===== config.mk =====
export PLATFORM = sky130hd
export DESIGN_NAME = windlass_direction_tracker
export DESIGN_NICKNAME = d
export VERILOG_FILES = /design/src/rtl/wdt_pkg.sv /design/src/rtl/wdt_cfg_regs.sv /design/src/rtl/wdt_step.sv /design/src/rtl/windlass_direction_tracker.sv
export SDC_FILE = /design/constraint.sdc
export NUM_CORES = 1
export LEC_CHECK = 0
export ABC_AREA = 1
export BUFFER_PORTS_ARGS = -buffer_cell sky130_fd_sc_hd__buf_2
export CORE_ASPECT_RATIO = 0.75
export CORE_UTILIZATION = 54
export CTS_CLUSTER_SIZE = 28
export DETAILED_ROUTE_END_ITERATION = 6
export PLACE_DENSITY = 0.76
export SETUP_SLACK_MARGIN = 0.3
export SYNTH_ARGS = -nofsm -noshare
export SYNTH_HDL_FRONTEND = slang
export SYNTH_SLANG_ARGS = --single-unit

===== constraint.sdc =====
create_clock -name aclk -period 2.95 [get_ports aclk]
set_input_delay 0.59 -clock aclk [delete_from_list [all_inputs] [get_ports aclk]]
set_output_delay 0.59 -clock aclk [all_outputs]
set_load 0.02 [all_outputs]

===== src/rtl/wdt_pkg.sv =====
// Shared types, codes and helpers for the windlass direction tracker.
package wdt_pkg;

    localparam int SampleWidth = 16;
    localparam int TimerWidth  = 16;
    localparam int CfgIdxWidth = 3;
    localparam int CfgWidth    = 16;

    // Register indexes on the configuration port
    localparam logic [CfgIdxWidth-1:0] REG_UP_WINDOW_HIGH      = 3'd0;
    localparam logic [CfgIdxWidth-1:0] REG_UP_WINDOW_LOW       = 3'd1;
    localparam logic [CfgIdxWidth-1:0] REG_REED_THRESHOLD      = 3'd2;
    localparam logic [CfgIdxWidth-1:0] REG_DISPLAY_HOLD_CYCLES = 3'd3;
    localparam logic [CfgIdxWidth-1:0] REG_SAVE_AFTER_CYCLES   = 3'd4;

    // Reset values of the registers
    localparam logic signed [SampleWidth-1:0] UP_WINDOW_HIGH_RST = 16'sd32767;
    localparam logic signed [SampleWidth-1:0] UP_WINDOW_LOW_RST  = 16'sd4500;
    localparam logic signed [SampleWidth-1:0] REED_THRESHOLD_RST = 16'sd20000;
    localparam logic [TimerWidth-1:0]         DISPLAY_HOLD_RST   = 16'd5;
    localparam logic [TimerWidth-1:0]         SAVE_AFTER_RST     = 16'd10;

    localparam logic [TimerWidth-1:0] TIMER_MAX = '1;

    // Motion codes as seen on the result stream
    localparam logic [1:0] MOTION_CODE_IDLE = 2'd0;
    localparam logic [1:0] MOTION_CODE_UP   = 2'd1;
    localparam logic [1:0] MOTION_CODE_DOWN = 2'd2;

    // Request kinds on s_tuser
    localparam logic REQ_CURRENT = 1'b0;
    localparam logic REQ_REED    = 1'b1;

    typedef enum logic [2:0] {
        MOT_IDLE = 3'b001,
        MOT_UP   = 3'b010,
        MOT_DOWN = 3'b100
    } motion_t;

    typedef struct packed {
        logic signed [SampleWidth-1:0] up_window_high;
        logic signed [SampleWidth-1:0] up_window_low;
        logic signed [SampleWidth-1:0] reed_threshold;
        logic [TimerWidth-1:0]         display_hold_cycles;
        logic [TimerWidth-1:0]         save_after_cycles;
    } cfg_t;

    typedef struct packed {
        motion_t               motion;
        logic                  sign_negative;
        logic [TimerWidth-1:0] cycle_timer;
        logic                  is_saved;
    } track_state_t;

    function automatic logic [1:0] motion_code(motion_t m);
        logic [1:0] code;
        case (m)
            MOT_UP:   code = MOTION_CODE_UP;
            MOT_DOWN: code = MOTION_CODE_DOWN;
            default:  code = MOTION_CODE_IDLE;
        endcase
        return code;
    endfunction

endpackage


===== src/rtl/wdt_cfg_regs.sv =====
// Configuration register bank of the windlass direction tracker.
module wdt_cfg_regs (
    input  logic                               aclk,
    input  logic                               aresetn,
    input  logic                               cfg_wr_en,
    input  logic [wdt_pkg::CfgIdxWidth-1:0]    cfg_index,
    input  logic [wdt_pkg::CfgWidth-1:0]       cfg_wdata,
    output wdt_pkg::cfg_t                      cfg
);

    wdt_pkg::cfg_t cfg_reg;
    wdt_pkg::cfg_t cfg_next;

    always_comb begin
        cfg_next = cfg_reg;
        if (cfg_wr_en) begin
            case (cfg_index)
                wdt_pkg::REG_UP_WINDOW_HIGH:      cfg_next.up_window_high      = cfg_wdata;
                wdt_pkg::REG_UP_WINDOW_LOW:       cfg_next.up_window_low       = cfg_wdata;
                wdt_pkg::REG_REED_THRESHOLD:      cfg_next.reed_threshold      = cfg_wdata;
                wdt_pkg::REG_DISPLAY_HOLD_CYCLES: cfg_next.display_hold_cycles = cfg_wdata;
                wdt_pkg::REG_SAVE_AFTER_CYCLES:   cfg_next.save_after_cycles   = cfg_wdata;
                default: ; // unmapped index, dropped
            endcase
        end
    end

    always_ff @(posedge aclk) begin
        if (!aresetn) begin
            cfg_reg.up_window_high      <= wdt_pkg::UP_WINDOW_HIGH_RST;
            cfg_reg.up_window_low       <= wdt_pkg::UP_WINDOW_LOW_RST;
            cfg_reg.reed_threshold      <= wdt_pkg::REED_THRESHOLD_RST;
            cfg_reg.display_hold_cycles <= wdt_pkg::DISPLAY_HOLD_RST;
            cfg_reg.save_after_cycles   <= wdt_pkg::SAVE_AFTER_RST;
        end else begin
            cfg_reg <= cfg_next;
        end
    end

    assign cfg = cfg_reg;

endmodule


===== src/rtl/wdt_step.sv =====
// Next-state logic for one item: up window, down hold, save, idle and reed pulse branches.
module wdt_step (
    input  wdt_pkg::cfg_t                          cfg,
    input  wdt_pkg::track_state_t                  st,
    input  logic                                   req_type,
    input  logic signed [wdt_pkg::SampleWidth-1:0] sample,
    input  logic                                   store_succeeds,
    output wdt_pkg::track_state_t                  st_next,
    output logic                                   save_request
);

    logic                              in_up_window;
    logic                              below_low;
    logic [wdt_pkg::TimerWidth-1:0]    timer_adv;
    logic [wdt_pkg::TimerWidth-1:0]    timer_new;

    assign below_low    = (sample <= cfg.up_window_low);
    assign in_up_window = !below_low && (sample <= cfg.up_window_high);
    // saturating increment
    assign timer_adv    = (st.cycle_timer == wdt_pkg::TIMER_MAX) ? st.cycle_timer
                                                                 : st.cycle_timer + 1'b1;

    always_comb begin
        st_next      = st;
        save_request = 1'b0;
        timer_new    = timer_adv;
        if (req_type == wdt_pkg::REQ_CURRENT) begin
            if (in_up_window) begin
                st_next.motion        = wdt_pkg::MOT_UP;
                st_next.sign_negative = 1'b1;
            end else if (st.motion == wdt_pkg::MOT_DOWN && below_low) begin
                st_next.sign_negative = 1'b0;
                st_next.cycle_timer   = timer_adv;
                if (timer_adv >= cfg.display_hold_cycles) begin
                    st_next.motion = wdt_pkg::MOT_IDLE;
                end
            end else if (!st.is_saved && st.cycle_timer == cfg.save_after_cycles) begin
                st_next.motion        = wdt_pkg::MOT_IDLE;
                st_next.sign_negative = 1'b0;
                st_next.is_saved      = store_succeeds;
                save_request          = 1'b1;
                if (store_succeeds) begin
                    st_next.cycle_timer = '0;
                end
            end else begin
                timer_new             = st.is_saved ? '0 : timer_adv;
                st_next.cycle_timer   = timer_new;
                st_next.sign_negative = 1'b0;
                if (timer_new >= cfg.display_hold_cycles) begin
                    st_next.motion = wdt_pkg::MOT_IDLE;
                end
            end
        end else if (sample >= cfg.reed_threshold) begin
            // gypsy pulse: count becomes unsaved, sign untouched
            st_next.is_saved    = 1'b0;
            st_next.cycle_timer = '0;
            if (st.motion == wdt_pkg::MOT_IDLE) begin
                st_next.motion = wdt_pkg::MOT_DOWN;
            end
        end
    end

endmodule


===== src/rtl/windlass_direction_tracker.sv =====
// Top level of the windlass direction tracker: input stage, tracker state, result stage.
//
//  channel  dir  handshake          payload
//  s_       in   s_tvalid/s_tready  tuser: req_type; tdata: sample, store_succeeds
//  m_       out  m_tvalid/m_tready  tdata: motion_state, counting_negative,
//                                          save_request, sample_echo
//  cfg_     in   cfg_wr_en          cfg_index, cfg_wdata
//
// One item per cycle sustained while the m_ side accepts; an item passes the input
// register, then the tracker update into the result register, before m_tvalid
// rises and the m_ transfer can take place.
// The tracker state is updated as an item moves into the result register.
// A stalled m_ side holds the result; s_tready drops only once the input
// register is also full. Reset is synchronous, active low.
module windlass_direction_tracker (
    input  logic                                aclk,
    input  logic                                aresetn,
    input  logic                                s_tvalid,
    output logic                                s_tready,
    input  logic [23:0]                         s_tdata,  // [15:0] sample, [16] store_succeeds
    input  logic [0:0]                          s_tuser,  // [0] req_type
    output logic                                m_tvalid,
    input  logic                                m_tready,
    output logic [23:0]                         m_tdata,  // [1:0] motion_state,
                                                          // [2] counting_negative,
                                                          // [3] save_request,
                                                          // [19:4] sample_echo
    input  logic                                cfg_wr_en,
    input  logic [wdt_pkg::CfgIdxWidth-1:0]     cfg_index,
    input  logic [wdt_pkg::CfgWidth-1:0]        cfg_wdata
);

    wdt_pkg::cfg_t          cfg;
    wdt_pkg::track_state_t  state_reg;
    wdt_pkg::track_state_t  state_next;

    logic                                   in_valid_reg;
    logic                                   in_req_reg;
    logic signed [wdt_pkg::SampleWidth-1:0] in_sample_reg;
    logic                                   in_ok_reg;

    logic                                   out_valid_reg;
    logic [1:0]                             out_motion_reg;
    logic                                   out_neg_reg;
    logic                                   out_save_reg;
    logic [wdt_pkg::SampleWidth-1:0]        out_sample_reg;

    logic save_request;
    logic advance;
    logic s_transfer;

    assign advance    = in_valid_reg && (!out_valid_reg || m_tready);
    assign s_tready   = !in_valid_reg || advance;
    assign s_transfer = s_tvalid && s_tready;

    wdt_cfg_regs u_cfg (
        .aclk      (aclk),
        .aresetn   (aresetn),
        .cfg_wr_en (cfg_wr_en),
        .cfg_index (cfg_index),
        .cfg_wdata (cfg_wdata),
        .cfg       (cfg)
    );

    wdt_step u_step (
        .cfg            (cfg),
        .st             (state_reg),
        .req_type       (in_req_reg),
        .sample         (in_sample_reg),
        .store_succeeds (in_ok_reg),
        .st_next        (state_next),
        .save_request   (save_request)
    );

    // input stage
    always_ff @(posedge aclk) begin
        if (!aresetn) begin
            in_valid_reg <= 1'b0;
        end else if (s_tready) begin
            in_valid_reg <= s_tvalid;
        end
    end

    always_ff @(posedge aclk) begin
        if (s_transfer) begin
            in_req_reg    <= s_tuser[0];
            in_sample_reg <= s_tdata[15:0];
            in_ok_reg     <= s_tdata[16];
        end
    end

    // tracker state
    always_ff @(posedge aclk) begin
        if (!aresetn) begin
            state_reg.motion        <= wdt_pkg::MOT_IDLE;
            state_reg.sign_negative <= 1'b0;
            state_reg.cycle_timer   <= '0;
            state_reg.is_saved      <= 1'b1;
        end else if (advance) begin
            state_reg <= state_next;
        end
    end

    // result stage
    always_ff @(posedge aclk) begin
        if (!aresetn) begin
            out_valid_reg <= 1'b0;
        end else if (advance) begin
            out_valid_reg <= 1'b1;
        end else if (m_tready) begin
            out_valid_reg <= 1'b0;
        end
    end

    always_ff @(posedge aclk) begin
        if (advance) begin
            out_motion_reg <= wdt_pkg::motion_code(state_next.motion);
            out_neg_reg    <= state_next.sign_negative;
            out_save_reg   <= save_request;
            out_sample_reg <= in_sample_reg;
        end
    end

    assign m_tvalid = out_valid_reg;
    assign m_tdata  = {4'b0000, out_sample_reg, out_save_reg, out_neg_reg, out_motion_reg};

    // A negative count is only ever left behind by an up-window sample.
    assert property (@(posedge aclk) disable iff (!aresetn)
        state_reg.sign_negative |-> state_reg.motion == wdt_pkg::MOT_UP)
        else $error("negative sign while not winching up");

    // A save request always leaves the windlass idle and counting up.
    assert property (@(posedge aclk) disable iff (!aresetn)
        (m_tvalid && m_tdata[3]) |->
            (m_tdata[1:0] == wdt_pkg::MOTION_CODE_IDLE && !m_tdata[2]))
        else $error("save request with motion not idle");

    // No state update while the result is held back.
    assert property (@(posedge aclk) disable iff (!aresetn)
        (out_valid_reg && !m_tready && in_valid_reg) |=> $stable(state_reg))
        else $error("tracker state moved during output stall");

    // Each item entering the result register came through the input register.
    assert property (@(posedge aclk) disable iff (!aresetn)
        ($rose(out_valid_reg)) |-> $past(in_valid_reg))
        else $error("result produced without an input item");

endmodule


==> results.sh <==
export IMPL_synth_async_reset_ratio=0
export IMPL_cp_end_kind="register"
export IMPL_setup_viol_count_final=2
export IMPL_tightest_slew_ns=0.849
export IMPL_vias=7562
export IMPL_fin_nets=1324
export IMPL_gp_congestion=0.913
export IMPL_synth_seq_cells=141
export IMPL_diodes=0
export IMPL_ctsHtreeMaxLevel=4
export IMPL_postCtsHoldBufs=0
export IMPL_grt_usage=0.289
export IMPL_tns_ns=-0.228
export IMPL_finalCriticalPeriod_ns=3.07
export IMPL_hold_viol_final=0
export IMPL_p_total_mw=5.00
export IMPL_worstPathArrival_ns=3.25
export IMPL_drv_cap=0
export IMPL_coreArea_sq_um=14600
export IMPL_rsz0062_at_grt="true"
export IMPL_rrSetupSlack_ns=-0.12
export IMPL_rows=38
export IMPL_yosys_area_top_type_share=0.254
export IMPL_chipHeight_microns=108
export IMPL_max_slew_margin=0.433
export IMPL_dr_pass1_iters=5
export IMPL_r2r_end="out_motion_reg[1]"
export IMPL_layout_common_cells="223 x nand2_1, 140 x inv_1, 116 x nor2_1"
export IMPL_dp_hpwl_mm=15.4
export IMPL_period_share=1.04
export IMPL_hold_class="in2reg"
export IMPL_ys_top_cells_by_area="dfxtp_1 25%, edfxtp_1 14%, ha_1 12%"
export IMPL_postSynthAreaPerCell_sq_um=7.47
export IMPL_synth_area_leader_cell="dfxtp_1"
export IMPL_cts_sinks=141
export IMPL_rr_worst_depth=22
export IMPL_final_common_cell="nand2_1"
export IMPL_grt_pass1_vias=6948
export IMPL_path_max_fanout=6
export IMPL_ir_drop_mv=0.431
export IMPL_path_class="reg2reg"
export IMPL_ys_seq_area_frac=0.394
export IMPL_powerDensity_nw_per_um2=510
export IMPL_yosysWarningCount=0
export IMPL_port_buffers=63
export IMPL_grt_max_degree=34
export IMPL_grt_antenna_before_repair=0
export IMPL_cp_required_ns=3.13
export IMPL_dieArea_sq_um=15500
export IMPL_min_path_cells=1
export IMPL_synthCells=1087
export IMPL_p_leak_nw=4.82
export IMPL_setup_ws_ns=-0.121
export IMPL_fmax_mhz=326
export IMPL_placed_area_sq_um=8980
export IMPL_dr_first_iter_drc_count=667
export IMPL_synth_area_sq_um=8130
export IMPL_clock_latency_ns=0.42
export IMPL_whs_endpoint="in_sample_reg[6]"
export IMPL_synth_cell_types=39
export IMPL_areaGrowthSynthToFinish_pct=20.8
export IMPL_vias_per_cell=5.37
export IMPL_outcome="finished with violations"
export IMPL_cts_tree="done"
export IMPL_clockBufferDepth=2
export IMPL_numCtsBuffers=17
export IMPL_stdcell_area_sq_um=9820
export IMPL_violations="negative setup slack"
export IMPL_drc_errors=0
export IMPL_slew_violations=0
export IMPL_wl_mm=21.5
export IMPL_fp_dieW_microns=144
export IMPL_detail_route_antenna_nets=0
export IMPL_wl_per_cell_microns=15.3
export IMPL_drive_above_1_share=0.193
export IMPL_grt_pass1_wl_mm=34.2
export IMPL_startpoint_type="register"
export IMPL_synthFlopType="dfxtp_1"
export IMPL_worstHoldStart="s_tdata[6]"
export IMPL_clock_skew_ns=0.00647
export IMPL_clk_pin_slew_worst_paths_ns=0.06
export IMPL_cp_startpoint="state_reg[2]"
export IMPL_largest_reg_flops=80
export IMPL_root_buffer="clkbuf_16"
export IMPL_initial_core_util=0.557
export IMPL_ioPinCount=75
export IMPL_reg2reg_from="state_reg[2]"
export IMPL_whs_ns=0.337
export IMPL_dpl_worst_slack_ns=-0.129
export IMPL_synth_edff_count=38
export IMPL_overflow=0
-- worst max-delay path, cell delays in order (launching register included) --
cell	delay (ns)
dfxtp_4	0.37
ha_4	0.16
inv_4	0.04
nor3_4	0.22
nand2_4	0.11
nor2_8	0.23
buf_6	0.14
nor2_2	0.04
nor2_2	0.11
ha_1	0.26
nand2_1	0.08
inv_2	0.04
nor2_2	0.12
o21a_1	0.13
nand2_1	0.05
nand2_1	0.06
nand3_2	0.11
buf_4	0.16
nor2_1	0.07
nand3b_1	0.16
inv_1	0.05
nand2_1	0.06
nor2_1	0.03
-- synth_stat cells, types with 3 or more instances --
cell      number
dfxtp_1      103
buf_2          5
o21a_1         3
clkbuf_1      29
edfxtp_1      38
inv_2          3
o21ai_0       78
nand4_1        9
nand2_2        4
nand3_1       43
ha_1          81
nor3_1        15
a21oi_1       94
nor2_1       132
nand2_1      228
o211ai_1      24
inv_1        145
o21ai_1        7
buf_4          7
xor2_1        13
-- worst max-delay path by stage --
stage                         to  slack [ns]  cells after the start
2_1_floorplan  out_motion_reg[0]        0.24                     24
3_3_place_gp   out_motion_reg[0]       -0.07                     18
3_5_place_dp   out_motion_reg[0]       -0.13                     24
4_1_cts        out_motion_reg[0]       -0.04                     19
5_1_grt        out_motion_reg[0]       -0.33                     22
6_report       out_motion_reg[1]       -0.12                     22
-- power breakdown --
part           internal, mW  switching [mW]  leakage, nW
sequential             2.08          0.0572         1.21
clock                  1.19           0.855        0.269
combinational         0.309           0.511         3.35
total                  3.58            1.42         4.82
-- what timing repair did --
action | in CTS | in global routing
endpoints found under the setup margin | 5 | 22
pin swaps | 26 | 10
gates resized for setup | 30 | 35
hold endpoints to repair | 0 | 0
buffers inserted | 2 | 4
-- kinds of logic after synthesis --
| group | after synthesis | share of synthesized area |
|---|---|---|
| DFF | 141 | 0.394 |
| buffers and inverters | 192 | 0.0941 |
| AOI/OAI and AO/OA | 213 | 0.142 |
| adders and majority gates | 81 | 0.125 |
| xor gates and xnor gates | 15 | 0.0162 |
| other | 1 | 0.000462 |
| and+or+nand+nor | 444 | 0.229 |
-- layout make-up --
cell class / count / area [sq um]
Clock inverter: 12 / 111
Clock buffer: 20 / 447
Sequential cell: 141 / 3220
Tap cell: 200 / 250
Timing Repair Buffer: 128 / 836
Multi-Input combinational cell: 757 / 4390
Inverter: 149 / 569
Fill cell: 1195 / 4780
-- metrics by stage --
stage / util / std cells
after detailed placement: 0.616 / 1369
final: 0.673 / 1407
after floorplan: - / 1090
after CTS: 0.662 / 1403
after global placement: 0.616 / 1369
after global routing: 0.673 / 1407
-- routing by layer --
metal,vias up,GRT usage,wire [microns]
met4,0,0.0973,418
met5,-,0,0
met2,285,0.447,9400
met1,3471,0.399,10100
li1,3765,-,-
met3,41,0.0624,1550
Note: power is estimated with default switching activity, not from simulation.
